--- src/sv/clcd_pkg.sv ---
`timescale 1ns / 1ps

package clcd_pkg;

    // Request kinds as coded on req_type (code 7 is unused)
    typedef enum logic [2:0] {
        REQ_CMD    = 3'd0,
        REQ_TEXT   = 3'd1,
        REQ_CURSOR = 3'd2,
        REQ_CLEAR  = 3'd3,
        REQ_HOME   = 3'd4,
        REQ_INIT   = 3'd5,
        REQ_DEINIT = 3'd6
    } req_kind_t;

    // Configuration register indexes
    typedef enum logic [1:0] {
        CFG_SETTLE   = 2'd0,
        CFG_CLEAR    = 2'd1,
        CFG_POWER_UP = 2'd2
    } cfg_idx_t;

    // Work handed from the front to the back
    typedef enum logic [1:0] {
        JOB_BYTE   = 2'd0,
        JOB_INIT   = 2'd1,
        JOB_DEINIT = 2'd2
    } job_kind_t;

    localparam int SETTLE_W   = 10;
    localparam int CLEAR_W    = 14;
    localparam int POWER_W    = 17;
    localparam int AFTER_W    = 14;
    localparam int STEP_W     = 4;

    localparam logic [SETTLE_W-1:0] SETTLE_RESET   = 10'd100;
    localparam logic [CLEAR_W-1:0]  CLEAR_RESET    = 14'd2000;
    localparam logic [POWER_W-1:0]  POWER_UP_RESET = 17'd40000;

    localparam logic [AFTER_W-1:0] INIT_EXTRA_FIRST  = 14'd5000;
    localparam logic [AFTER_W-1:0] INIT_EXTRA_SECOND = 14'd100;
    localparam logic [AFTER_W-1:0] AFTER_MAX         = 14'h3FFF;

    localparam logic [7:0] CHAR_NEWLINE = 8'h0A;
    localparam logic [7:0] CHAR_FIRST   = 8'h20;
    localparam logic [7:0] CHAR_LAST    = 8'h7F;
    localparam logic [7:0] ROW1_BASE    = 8'h80;
    localparam logic [7:0] ROW2_BASE    = 8'hC0;

    localparam logic [7:0] CMD_CLEAR     = 8'h01;
    localparam logic [7:0] CMD_HOME      = 8'h02;
    localparam logic [7:0] CMD_FUNC_SET  = 8'h28;
    localparam logic [7:0] CMD_DISP_ON   = 8'h0E;
    localparam logic [7:0] CMD_ENTRY_INC = 8'h06;

    localparam logic [3:0] NIB_WAKE  = 4'h3;
    localparam logic [3:0] NIB_4BIT  = 4'h2;

    // Last step of each job kind, and the init step that ends the clear command
    localparam logic [STEP_W-1:0] BYTE_LAST_STEP   = 4'd1;
    localparam logic [STEP_W-1:0] INIT_LAST_STEP   = 4'd11;
    localparam logic [STEP_W-1:0] DEINIT_LAST_STEP = 4'd3;
    localparam logic [STEP_W-1:0] INIT_CLEAR_STEP  = 4'd9;

    typedef struct packed {
        logic [2:0] req_type;
        logic [7:0] byte_value;
        logic [1:0] row;
        logic [5:0] column;
        logic       text_start;
    } req_t;

    typedef struct packed {
        logic               reg_select;
        logic [3:0]         nibble;
        logic [POWER_W-1:0] wait_before_us;
        logic [AFTER_W-1:0] wait_after_us;
        logic               last;
    } strobe_t;

    typedef struct packed {
        job_kind_t  kind;
        logic       rs;
        logic [7:0] value;
        logic       long_wait;
    } job_t;

    typedef struct packed {
        logic [SETTLE_W-1:0] settle_us;
        logic [CLEAR_W-1:0]  clear_wait_us;
        logic [POWER_W-1:0]  power_up_wait_us;
    } cfg_t;

    typedef struct packed {
        logic full;
        logic empty;
    } q_status_t;

endpackage

--- src/sv/char_lcd_4bit_sequencer.sv ---
`timescale 1ns / 1ps

// Character LCD sequencer for a 4-bit HD44780-style bus. Push one request
// per beat; each beat popped from the result side is one enable strobe with
// its register-select level, nibble and the waits around it. A byte takes
// two strobes (high nibble first), clear, home and set cursor likewise,
// deinit four and init twelve; requests that give nothing (filtered text,
// bad row, unused kind) leave no strobe. The strobe generator turns out one
// strobe per clock while the result buffer has room, so a request holds it
// until its strobes are all out; a request giving nothing never reaches it.
// Requests are accepted every cycle while the two-entry job queue between
// the classifier and the generator has room, and strobes keep flowing while
// the two-entry result buffer is not full. Configuration writes are always
// ready and must be made only while the block is idle.
module char_lcd_4bit_sequencer import clcd_pkg::*;
(
    input  logic         clk,
    input  logic         rst_n,
    input  logic         push,
    output logic         full,
    input  req_t         req,
    output logic         empty,
    input  logic         pop,
    output strobe_t      strobe,
    input  logic         cfg_valid,
    output logic         cfg_ready,
    input  logic [1:0]   cfg_index,
    input  logic [POWER_W-1:0] cfg_data
);

    cfg_t      cfg_reg;
    logic      accept;
    logic      job_push;
    job_t      new_job;
    job_t      head_job;
    logic      job_pop;
    q_status_t jq_status;

    // Take configuration beats at any time
    assign cfg_ready = 1'b1;

    always_ff @(posedge clk or negedge rst_n)
    begin
        if (!rst_n)
        begin
            cfg_reg.settle_us        <= SETTLE_RESET;
            cfg_reg.clear_wait_us    <= CLEAR_RESET;
            cfg_reg.power_up_wait_us <= POWER_UP_RESET;
        end
        else if (cfg_valid)
        begin
            case (cfg_index)
                CFG_SETTLE:   cfg_reg.settle_us        <= cfg_data[SETTLE_W-1:0];
                CFG_CLEAR:    cfg_reg.clear_wait_us    <= cfg_data[CLEAR_W-1:0];
                CFG_POWER_UP: cfg_reg.power_up_wait_us <= cfg_data;
                default:      cfg_reg <= cfg_reg;   // drop writes beyond the map
            endcase
        end
    end

    // Hold off requests only when the job queue is full
    assign full   = jq_status.full;
    assign accept = push & ~full;

    clcd_front u_front (
        .clk      (clk),
        .rst_n    (rst_n),
        .accept   (accept),
        .req      (req),
        .job_push (job_push),
        .job      (new_job)
    );

    clcd_job_q u_job_q (
        .clk    (clk),
        .rst_n  (rst_n),
        .push   (job_push),
        .wr_job (new_job),
        .pop    (job_pop),
        .head   (head_job),
        .status (jq_status)
    );

    clcd_back u_back (
        .clk     (clk),
        .rst_n   (rst_n),
        .cfg     (cfg_reg),
        .job     (head_job),
        .jq      (jq_status),
        .job_pop (job_pop),
        .pop     (pop),
        .empty   (empty),
        .strobe  (strobe)
    );

endmodule

--- src/sv/clcd_front.sv ---
`timescale 1ns / 1ps

module clcd_front import clcd_pkg::*;
(
    input  logic clk,
    input  logic rst_n,
    input  logic accept,
    input  req_t req,
    output logic job_push,
    output job_t job
);

    logic stopped_reg;
    logic stopped_next;
    logic stop_eff;
    logic produce;
    logic [7:0] addr;

    assign stop_eff = req.text_start ? 1'b0 : stopped_reg;
    assign addr     = {2'b00, req.column} - 8'd1;

    always_comb
    begin
        produce        = 1'b0;
        job.kind       = JOB_BYTE;
        job.rs         = 1'b0;
        job.value      = req.byte_value;
        job.long_wait  = 1'b0;
        stopped_next   = stopped_reg;
        case (req.req_type)
            REQ_CMD:
            begin
                produce = 1'b1;
            end
            REQ_TEXT:
            begin
                stopped_next = stop_eff;
                job.rs       = 1'b1;
                if (!stop_eff)
                begin
                    if (req.byte_value == CHAR_NEWLINE)
                        stopped_next = 1'b1;
                    else if (req.byte_value >= CHAR_FIRST && req.byte_value <= CHAR_LAST)
                        produce = 1'b1;
                end
            end
            REQ_CURSOR:
            begin
                if (req.row == 2'd1)
                begin
                    produce   = 1'b1;
                    job.value = ROW1_BASE | addr;
                end
                else if (req.row == 2'd2)
                begin
                    produce   = 1'b1;
                    job.value = ROW2_BASE | addr;
                end
            end
            REQ_CLEAR:
            begin
                produce       = 1'b1;
                job.value     = CMD_CLEAR;
                job.long_wait = 1'b1;
            end
            REQ_HOME:
            begin
                produce       = 1'b1;
                job.value     = CMD_HOME;
                job.long_wait = 1'b1;
            end
            REQ_INIT:
            begin
                produce  = 1'b1;
                job.kind = JOB_INIT;
            end
            REQ_DEINIT:
            begin
                produce  = 1'b1;
                job.kind = JOB_DEINIT;
            end
            default:
            begin
                produce = 1'b0;
            end
        endcase
    end

    assign job_push = accept & produce;

    always_ff @(posedge clk or negedge rst_n)
    begin
        if (!rst_n)
            stopped_reg <= 1'b0;
        else if (accept)
            stopped_reg <= stopped_next;
    end

endmodule

--- src/sv/clcd_job_q.sv ---
`timescale 1ns / 1ps

module clcd_job_q import clcd_pkg::*;
(
    input  logic      clk,
    input  logic      rst_n,
    input  logic      push,
    input  job_t      wr_job,
    input  logic      pop,
    output job_t      head,
    output q_status_t status
);

    job_t       mem [2];
    logic       wr_ptr_reg;
    logic       rd_ptr_reg;
    logic [1:0] count_reg;
    logic [1:0] count_next;
    logic       do_push;
    logic       do_pop;

    assign status.full  = (count_reg == 2'd2);
    assign status.empty = (count_reg == 2'd0);
    assign do_push      = push & ~status.full;
    assign do_pop       = pop & ~status.empty;
    assign head         = mem[rd_ptr_reg];

    always_comb
    begin
        count_next = count_reg;
        if (do_push && !do_pop)
            count_next = count_reg + 2'd1;
        else if (do_pop && !do_push)
            count_next = count_reg - 2'd1;
    end

    always_ff @(posedge clk)
    begin
        if (do_push)
            mem[wr_ptr_reg] <= wr_job;
    end

    always_ff @(posedge clk or negedge rst_n)
    begin
        if (!rst_n)
        begin
            wr_ptr_reg <= 1'b0;
            rd_ptr_reg <= 1'b0;
            count_reg  <= 2'd0;
        end
        else
        begin
            if (do_push)
                wr_ptr_reg <= ~wr_ptr_reg;
            if (do_pop)
                rd_ptr_reg <= ~rd_ptr_reg;
            count_reg <= count_next;
        end
    end

`ifndef SYNTH
    a_count_bound: assert property (@(posedge clk) disable iff (!rst_n)
        count_reg != 2'd3)
        else $error("job queue count out of range");
`endif

endmodule

--- src/sv/clcd_back.sv ---
`timescale 1ns / 1ps

module clcd_back import clcd_pkg::*;
(
    input  logic      clk,
    input  logic      rst_n,
    input  cfg_t      cfg,
    input  job_t      job,
    input  q_status_t jq,
    output logic      job_pop,
    input  logic      pop,
    output logic      empty,
    output strobe_t   strobe
);

    logic [STEP_W-1:0]  step_reg;
    logic [STEP_W-1:0]  step_next;
    logic               fire;
    logic               last_step;
    logic [7:0]         cur_byte;
    logic [3:0]         nib;
    logic [AFTER_W-1:0] extra;
    logic [POWER_W-1:0] pre_wait;
    logic [AFTER_W:0]   sum;
    strobe_t            gen;

    strobe_t    ob_mem [2];
    logic       ob_wr_ptr_reg;
    logic       ob_rd_ptr_reg;
    logic [1:0] ob_count_reg;
    logic [1:0] ob_count_next;
    logic       ob_space;
    logic       ob_pop;

    // Byte sent by the init sequence at a given step (steps four onwards)
    function automatic logic [7:0] init_byte(input logic [STEP_W-1:0] s);
        logic [7:0] b;
        begin
            case (s[2:1])
                2'd2:    b = CMD_FUNC_SET;
                2'd3:    b = CMD_DISP_ON;
                2'd0:    b = CMD_CLEAR;
                default: b = CMD_ENTRY_INC;
            endcase
            return b;
        end
    endfunction

    assign ob_space = (ob_count_reg != 2'd2);
    assign fire     = ~jq.empty & ob_space;

    always_comb
    begin
        last_step = 1'b0;
        cur_byte  = job.value;
        nib       = 4'h0;
        extra     = '0;
        pre_wait  = '0;
        case (job.kind)
            JOB_BYTE:
            begin
                last_step = (step_reg == BYTE_LAST_STEP);
                cur_byte  = job.value;
                nib       = step_reg[0] ? cur_byte[3:0] : cur_byte[7:4];
                if (step_reg[0] && job.long_wait)
                    extra = cfg.clear_wait_us;
            end
            JOB_INIT:
            begin
                last_step = (step_reg == INIT_LAST_STEP);
                cur_byte  = init_byte(step_reg);
                if (step_reg < 4'd3)
                    nib = NIB_WAKE;
                else if (step_reg == 4'd3)
                    nib = NIB_4BIT;
                else
                    nib = step_reg[0] ? cur_byte[3:0] : cur_byte[7:4];
                if (step_reg == 4'd0)
                begin
                    extra    = INIT_EXTRA_FIRST;
                    pre_wait = cfg.power_up_wait_us;
                end
                else if (step_reg == 4'd1)
                    extra = INIT_EXTRA_SECOND;
                else if (step_reg == INIT_CLEAR_STEP)
                    extra = cfg.clear_wait_us;
            end
            JOB_DEINIT:
            begin
                last_step = (step_reg == DEINIT_LAST_STEP);
                cur_byte  = step_reg[1] ? CMD_HOME : CMD_CLEAR;
                nib       = step_reg[0] ? cur_byte[3:0] : cur_byte[7:4];
                if (step_reg[0])
                    extra = cfg.clear_wait_us;
            end
            default:
            begin
                last_step = 1'b1;
            end
        endcase
    end

    // Saturate settle plus extra at the field's top
    assign sum = {{(AFTER_W + 1 - SETTLE_W){1'b0}}, cfg.settle_us} + {1'b0, extra};

    always_comb
    begin
        gen.reg_select     = job.rs & (job.kind == JOB_BYTE);
        gen.nibble         = nib;
        gen.wait_before_us = pre_wait;
        gen.wait_after_us  = sum[AFTER_W] ? AFTER_MAX : sum[AFTER_W-1:0];
        gen.last           = last_step;
    end

    assign job_pop   = fire & last_step;
    assign step_next = fire ? (last_step ? '0 : step_reg + 4'd1) : step_reg;

    // Output buffer: two entries keep one strobe per cycle under steady pop
    assign ob_pop = pop & (ob_count_reg != 2'd0);
    assign empty  = (ob_count_reg == 2'd0);
    assign strobe = ob_mem[ob_rd_ptr_reg];

    always_comb
    begin
        ob_count_next = ob_count_reg;
        if (fire && !ob_pop)
            ob_count_next = ob_count_reg + 2'd1;
        else if (ob_pop && !fire)
            ob_count_next = ob_count_reg - 2'd1;
    end

    always_ff @(posedge clk)
    begin
        if (fire)
            ob_mem[ob_wr_ptr_reg] <= gen;
    end

    always_ff @(posedge clk or negedge rst_n)
    begin
        if (!rst_n)
        begin
            step_reg      <= '0;
            ob_wr_ptr_reg <= 1'b0;
            ob_rd_ptr_reg <= 1'b0;
            ob_count_reg  <= 2'd0;
        end
        else
        begin
            step_reg <= step_next;
            if (fire)
                ob_wr_ptr_reg <= ~ob_wr_ptr_reg;
            if (ob_pop)
                ob_rd_ptr_reg <= ~ob_rd_ptr_reg;
            ob_count_reg <= ob_count_next;
        end
    end

`ifndef SYNTH
    a_mid_job_held: assert property (@(posedge clk) disable iff (!rst_n)
        (step_reg != 4'd0) |-> !jq.empty)
        else $error("sequence in progress without a job");

    a_head_stable: assert property (@(posedge clk) disable iff (!rst_n)
        (step_reg != 4'd0) |-> $stable(job))
        else $error("job changed during its sequence");

    a_last_rewinds: assert property (@(posedge clk) disable iff (!rst_n)
        (fire && last_step) |=> (step_reg == 4'd0))
        else $error("step not rewound after final strobe");

    a_ob_bound: assert property (@(posedge clk) disable iff (!rst_n)
        ob_count_reg != 2'd3)
        else $error("output buffer count out of range");
`endif

endmodule
--- config.mk ---
export PLATFORM = sky130hd
export DESIGN_NAME = char_lcd_4bit_sequencer
export DESIGN_NICKNAME = d
export VERILOG_FILES = /design/src/sv/clcd_pkg.sv /design/src/sv/char_lcd_4bit_sequencer.sv /design/src/sv/clcd_front.sv /design/src/sv/clcd_job_q.sv /design/src/sv/clcd_back.sv
export SDC_FILE = /design/constraint.sdc
export NUM_CORES = 1
export LEC_CHECK = 0
export ABC_AREA = 1
export BUFFER_PORTS_ARGS = -buffer_cell sky130_fd_sc_hd__buf_2
export CAP_MARGIN = 10
export CORE_ASPECT_RATIO = 1.75
export CORE_MARGIN = 2
export CORE_UTILIZATION = 45
export DETAILED_ROUTE_END_ITERATION = 6
export PLACE_DENSITY_LB_ADDON = 0.05
export SYNTH_ARGS = -nofsm -noshare
export SYNTH_HDL_FRONTEND = slang
export SYNTH_SLANG_ARGS = --single-unit
--- constraint.sdc ---
create_clock -name clk -period 3.5 [get_ports clk]
set_input_delay 0.525 -clock clk [delete_from_list [all_inputs] [get_ports clk]]
set_output_delay 0.525 -clock clk [all_outputs]
set_load 0.02 [all_outputs]
## Word level (Yosys, flattened, before mapping)

Memories as Yosys holds them, arrays and structs flattened.
Index checks and enable logic that the tools add are counted.

| word-level totals | value |
|---|---|
| memory bits (writable) | 98 |
| memories kept | 2 |
| logic and storage cells | 126 |
| register bits after elaboration | 54 |
| output and inout port bits | 40 |
| input bits | 44 |

| cells by class | value |
|---|---|
| reductions and logical operators | 26 |
| add/sub/neg operators | 7 |
| eq/ne operators | 21 |
| bitwise gates (word level) | 14 |
| order comparisons | 3 |
| muxes and demuxes | 42 |

Memories:

| name | words | bits a word | rd ports | clocked after Yosys merged registers in | write ports | RTL line | text |
|---|---|---|---|---|---|---|---|
| u_back.ob_mem | 2 | 37 | 1 | 0 | 1 | clcd_back.sv:27 | `strobe_t ob_mem [2];` |
| u_job_q.mem | 2 | 12 | 1 | 0 | 1 | clcd_job_q.sv:14 | `job_t mem [2];` |

Operators with widths:

| kind | number |
|---|---|
| $mux W14 | 6 |
| $pmux W14 S3 | 1 |
| $mux W17 | 2 |
| $mux W4 | 6 |
| $pmux W8 S3 | 1 |
| $pmux W6 S3 | 1 |
| $mux W8 | 2 |
| $add A10 B14 Y15 | 1 |
| $mux W1 | 14 |
| $eq A2 B2 Y1 const B | 6 |
| $pmux W4 S3 | 1 |
| $logic_not A2 Y1 | 5 |
| $mux W2 | 5 |
| $eq A3 B3 Y1 const B | 3 |
| $and A1 B1 Y1 | 8 |
| $eq A4 B4 Y1 const B | 2 |
| $eq A8 B4 Y1 const B | 1 |
| $ge A8 B6 Y1 const B | 1 |
| $le A8 B7 Y1 const B | 1 |
| $reduce_and A2 Y1 | 4 |
| $sub A6 B1 Y7 const B | 1 |
| $eq A2 B1 Y1 const B | 3 |
| $eq A3 B2 Y1 const B | 2 |
| $logic_and A1 B1 Y1 | 6 |
| other kinds (17) | 30 |

## Logic depth before layout (Yosys ltp)

| logic depth | value |
|---|---|
| word-level depth | 12 |
| gate-level depth with buffers | 21 |
| depth with buffers taken out | 20 |

## By module

From an unflattened synthesis, not the netlist that was laid out.

| second synthesis, totals | value |
|---|---|
| cells, all modules | 848 |
| area total of the unflattened synthesis | 7698.6 um2 |

Modules (own cells, without submodules):

| module | seq. area each (um2) | cells an instance | area an instance (um2) | times used |
|---|---|---|---|---|
| clcd_back | 2422.3 | 469 | 4261.6 | 1 |
| char_lcd_4bit_sequencer | 1043.5 | 188 | 1803.0 | 1 |
| clcd_job_q | 820.8 | 94 | 1119.8 | 1 |
| clcd_front | 25.0 | 97 | 514.2 | 1 |

## Least setup slack after synthesis

No wires, ideal clock.

| timing | value |
|---|---|
| path type | reg-to-reg |
| from | register u_back.step_reg[0] |
| to | memory u_back.ob_mem[0][9] in the netlist's numbering, data pin |
| path buffers | 0 |
| stages on the path, launching flop included | 18 |
| arrival | 2.458 ns |
| library setup time | 0.261 ns |
| slack | 0.781 ns |
| period minus slack after synthesis | 2.719 ns |
| required time | 3.239 ns |
| cells stage by stage | dfrtp_1 -> ha_1 -> inv_1 -> nor2_1 -> nand3_2 -> nand2_4 -> inv_1 -> nor2_1 -> ha_1 -> fa_1 -> nand2_1 -> nand2_1 -> o21ai_0 -> o21ai_0 -> nand3_1 -> nand2_1 -> xnor2_1 -> nand2_1 |

RTL lines:

| item | RTL line | text |
|---|---|---|
| from (decl) | clcd_back.sv:16 | `logic [STEP_W-1:0] step_reg;` |
| from (signal assigned) | clcd_back.sv:149 | `step_reg <= step_next;` |
| to (decl) | clcd_back.sv:27 |  |

==> load_flow_metrics.sql <==
INSERT INTO impl_metrics (metric_group, metric, value, unit) VALUES
('final_layout', 'nets_finish', '917', ''),
('run_status', 'outcome', 'finished clean', ''),
('final_layout', 'largest_register_ff_count', '74', ''),
('routing', 'routed_length_per_instance', '15.87', 'microns'),
('routing', 'post_drt_via_cell_ratio', '5.052', ''),
('routing', 'route.vias.total', '5325', ''),
('worst_setup_path', 'required', '3660', 'ps'),
('clocking', 'cts_htree_levels', '4', ''),
('clocking', 'cts_root_buffer', 'sky130_fd_sc_hd__clkbuf_16', ''),
('synthesis', 'synth_sequential_area_ratio', '59.93', '%'),
('floorplanning', 'floorplan.die_area', '0.01705', 'sq mm'),
('clocking', 'cts_post_setup_buffers_inserted', '0', ''),
('clocking', 'cts.sink_count', '152', ''),
('sta', 'rsz0062_at_grt', 'false', ''),
('floorplanning', 'die-width', '99.58', 'microns'),
('placement', 'post-dp-hpwl', '12650', 'microns'),
('clocking', 'cts_inserted_buffers', '17', ''),
('clocking', 'clock_insertion_delay_worst_skew', '420', 'ps'),
('routing', 'number_of_routed_nets_with_antenna_violations', '0', ''),
('synthesis', 'post_synth_most_frequent_cells', 'sky130_fd_sc_hd__nand2_1, sky130_fd_sc_hd__edfxtp_1, sky130_fd_sc_hd__inv_1', ''),
('floorplanning', 'num_io_pins', '84', ''),
('sta', 'maxSlewViolCount', '0', ''),
('worst_hold_path', 'min_path_type', 'input port to asynchronous set/reset pin', ''),
('pwr', 'static-leakage-power', '3.933', 'nW'),
('pwr', 'power_density', '942.0', 'mW/mm^2'),
('final_layout', 'register_area', '0.004314', 'sq mm'),
('sta', 'highest_attainable_clock_frequency', '323.0', 'MHz'),
('sta', 'fin_setup_tns', '0', 'ps'),
('synthesis', 'most_frequent_cell_after_synthesis', 'sky130_fd_sc_hd__nand2_1', ''),
('final_layout', 'multi_input_comb_area', '0.002496', 'sq mm'),
('routing', 'remaining_drc_errors', '0', ''),
('global_routing', 'grt_pass1_vias', '5327', ''),
('pwr', 'power.combinational.fraction', '37.4', '%'),
('sta', 'fin_crit_sh', '88.47', '%'),
('global_routing', 'grt.overflow.total', '0', ''),
('worst_setup_path', 'worst-path-max-fanout', '10', ''),
('worst_setup_path', 'critical_path_arrival', '3250', 'ps'),
('placement', 'placement.setup.worst_slack', '335.7', 'ps'),
('final_layout', 'area.growth.synth_to_final', '17.62', '%'),
('pwr', 'seqPwrFrac', '38.2', '%'),
('pwr', 'swShare', '39.19', '%'),
('placement', 'numPortBuffers', '82', ''),
('routing', 'drt-pass1-iter-count', '5', ''),
('routing', 'routed_wirelength', '16730', 'microns'),
('sta', 'max_slew_margin', '35.52', '%'),
('clocking', 'cts-resized-gates', '0', ''),
('pwr', 'ir_drop', '373.9', 'uV'),
('synthesis', 'netlist-cell-type-count', '41', ''),
('final_layout', 'n_antenna_cell', '0', ''),
('floorplanning', 'fp-row-count', '61', ''),
('sta', 'timing.final.setup_violations', '0', ''),
('worst_setup_path', 'crit_path_end_kind', 'register', ''),
('synthesis', 'synth_cell_area', '0.007194', 'sq mm'),
('floorplanning', 'initial_utilization', '45.54', '%'),
('sta', 'setup_slack', '403.7', 'ps'),
('clocking', 'cts.hold.buffers_added', '0', ''),
('final_layout', 'proportion_of_layout_cells_with_a_drive_suffix_above_1', '18.50', '%'),
('synthesis', 'synth_top_cell_by_area', 'sky130_fd_sc_hd__edfxtp_1', ''),
('global_routing', 'grt_antenna_before_repair', '0', ''),
('sta', 'timing_hold_violations_final', '0', ''),
('clocking', 'cts-root-to-sink-buffers', '2', ''),
('synthesis', 'synth_flop_cell', 'sky130_fd_sc_hd__edfxtp_1', ''),
('flow_run', 'cap_violations', '0', ''),
('global_routing', 'largest_net_degree_at_the_start_of_global_routing', '38', ''),
('pwr', 'pwr-share-clk', '24.4', '%'),
('synthesis', 'synth-edff-count', '98', ''),
('placement', 'gp_routability_congestion', '0.8287', ''),
('synthesis', 'synth_top_area_cells', 'sky130_fd_sc_hd__edfxtp_1, sky130_fd_sc_hd__dfrtp_1, sky130_fd_sc_hd__nand2_1', ''),
('synthesis', 'syn_avg_cell_area', '9.417', 'sq um'),
('sta', 'worst_pin_slew', '964.5', 'ps'),
('worst_setup_path', 'timing_worst_setup_path_type', 'register to register', '');
==> logic make-up (layout without fill, tap and decap cells) <==
kind of cell,after synthesis,in the layout,synth area share (%)
AOI/OAI and AO/OA,103,103,7.948
xor gates and xnor gates,16,16,1.948
adders and majority gates,20,20,3.583
buffers and inverters,101,202,5.583
DFF,152,152,59.93
muxes,3,3,0.4695
other,1,1,0.05212
and+or+nand+nor,368,368,20.49
==> placed cells by master, fill, tap and decap left out, drive strengths merged, types with 17 or more instances in the layout <==
master,count
a21oi,19
nand2,264
nor2,65
o21ai,63
inv,86
clkbuf,17
dfrtp,40
nand3,30
edfxtp,98
ha,19
buf,93
==> critical path: stages (launching register included) <==
cell and delay (ps):
sky130_fd_sc_hd__dfrtp_1 430, sky130_fd_sc_hd__inv_1 140, sky130_fd_sc_hd__ha_1 180, sky130_fd_sc_hd__inv_1 60, sky130_fd_sc_hd__nor2_1 180, sky130_fd_sc_hd__nand3_2 130
sky130_fd_sc_hd__nand2_4 160, sky130_fd_sc_hd__inv_1 90, sky130_fd_sc_hd__nor2_1 90, sky130_fd_sc_hd__ha_1 210, sky130_fd_sc_hd__fa_1 230, sky130_fd_sc_hd__nand2_1 80
sky130_fd_sc_hd__nand2_1 70, sky130_fd_sc_hd__o21ai_0 110, sky130_fd_sc_hd__o21ai_0 270, sky130_fd_sc_hd__nand3_1 120, sky130_fd_sc_hd__nand2_1 90, sky130_fd_sc_hd__xnor2_1 110
sky130_fd_sc_hd__nand2_1 80
==> power groups by stage <==
stage	registers (W)	clock network, W	logic, W
finish	0.00305	0.00194	0.00298
global route	0.00311	0.00207	0.00336
CTS	0.00305	0.00198	0.00305
detailed placement	0.00308	0	0.00303
global placement	0.00306	0	0.00300
floorplan	0.00302	0	0.00206
==> stage by stage <==
step	total power, W	area, sq um	utilization (%)	instances
2_1_floorplan	0.005074	7194	-	764
3_3_place_gp	0.006061	7830	49.56	1023
3_5_place_dp	0.006117	7830	49.56	1023
4_1_cts	0.008082	8459	53.54	1054
5_1_grt	0.008542	8462	53.56	1054
6_report	0.007971	8462	53.56	1054
==> area by class of cell <==
cell class,instances,area share (%)
clock buffer,17,5.027
clock inverter,14,2.410
inverter,78,3.460
multi-input combinational,511,29.50
sequential,152,50.98
tap,189,2.795
timing repair buffer,93,5.826
==> path summary, 6_finish.rpt <==
kind | start | endpoint | slack (ps) | depth (start not counted)
worst max-delay path | u_back.step_reg[1] | u_back.ob_mem[1][9] | 400 | 18
worst min-delay path | rst_n | cfg_reg[14] | 160 | 1
worst max register to register | u_back.step_reg[1] | u_back.ob_mem[1][9] | 400 | 18
worst min register to register | cfg_reg[19] | cfg_reg[19] | 490 | 2
max in group asynchronous | rst_n | cfg_reg[33] | 2460 | 2
min in group clk | cfg_data[14] | cfg_reg[14] | 340 | 2
==> per-layer routing <==
metal,part of all wire [%],track usage (%),routed length (microns)
met5,0,0,0
met4,2.5,8.577,422
met3,3.2,3.413,538
met2,57,40.04,9502
met1,37,21.71,6263
No activity file was read; power rests on OpenSTA's default activity.
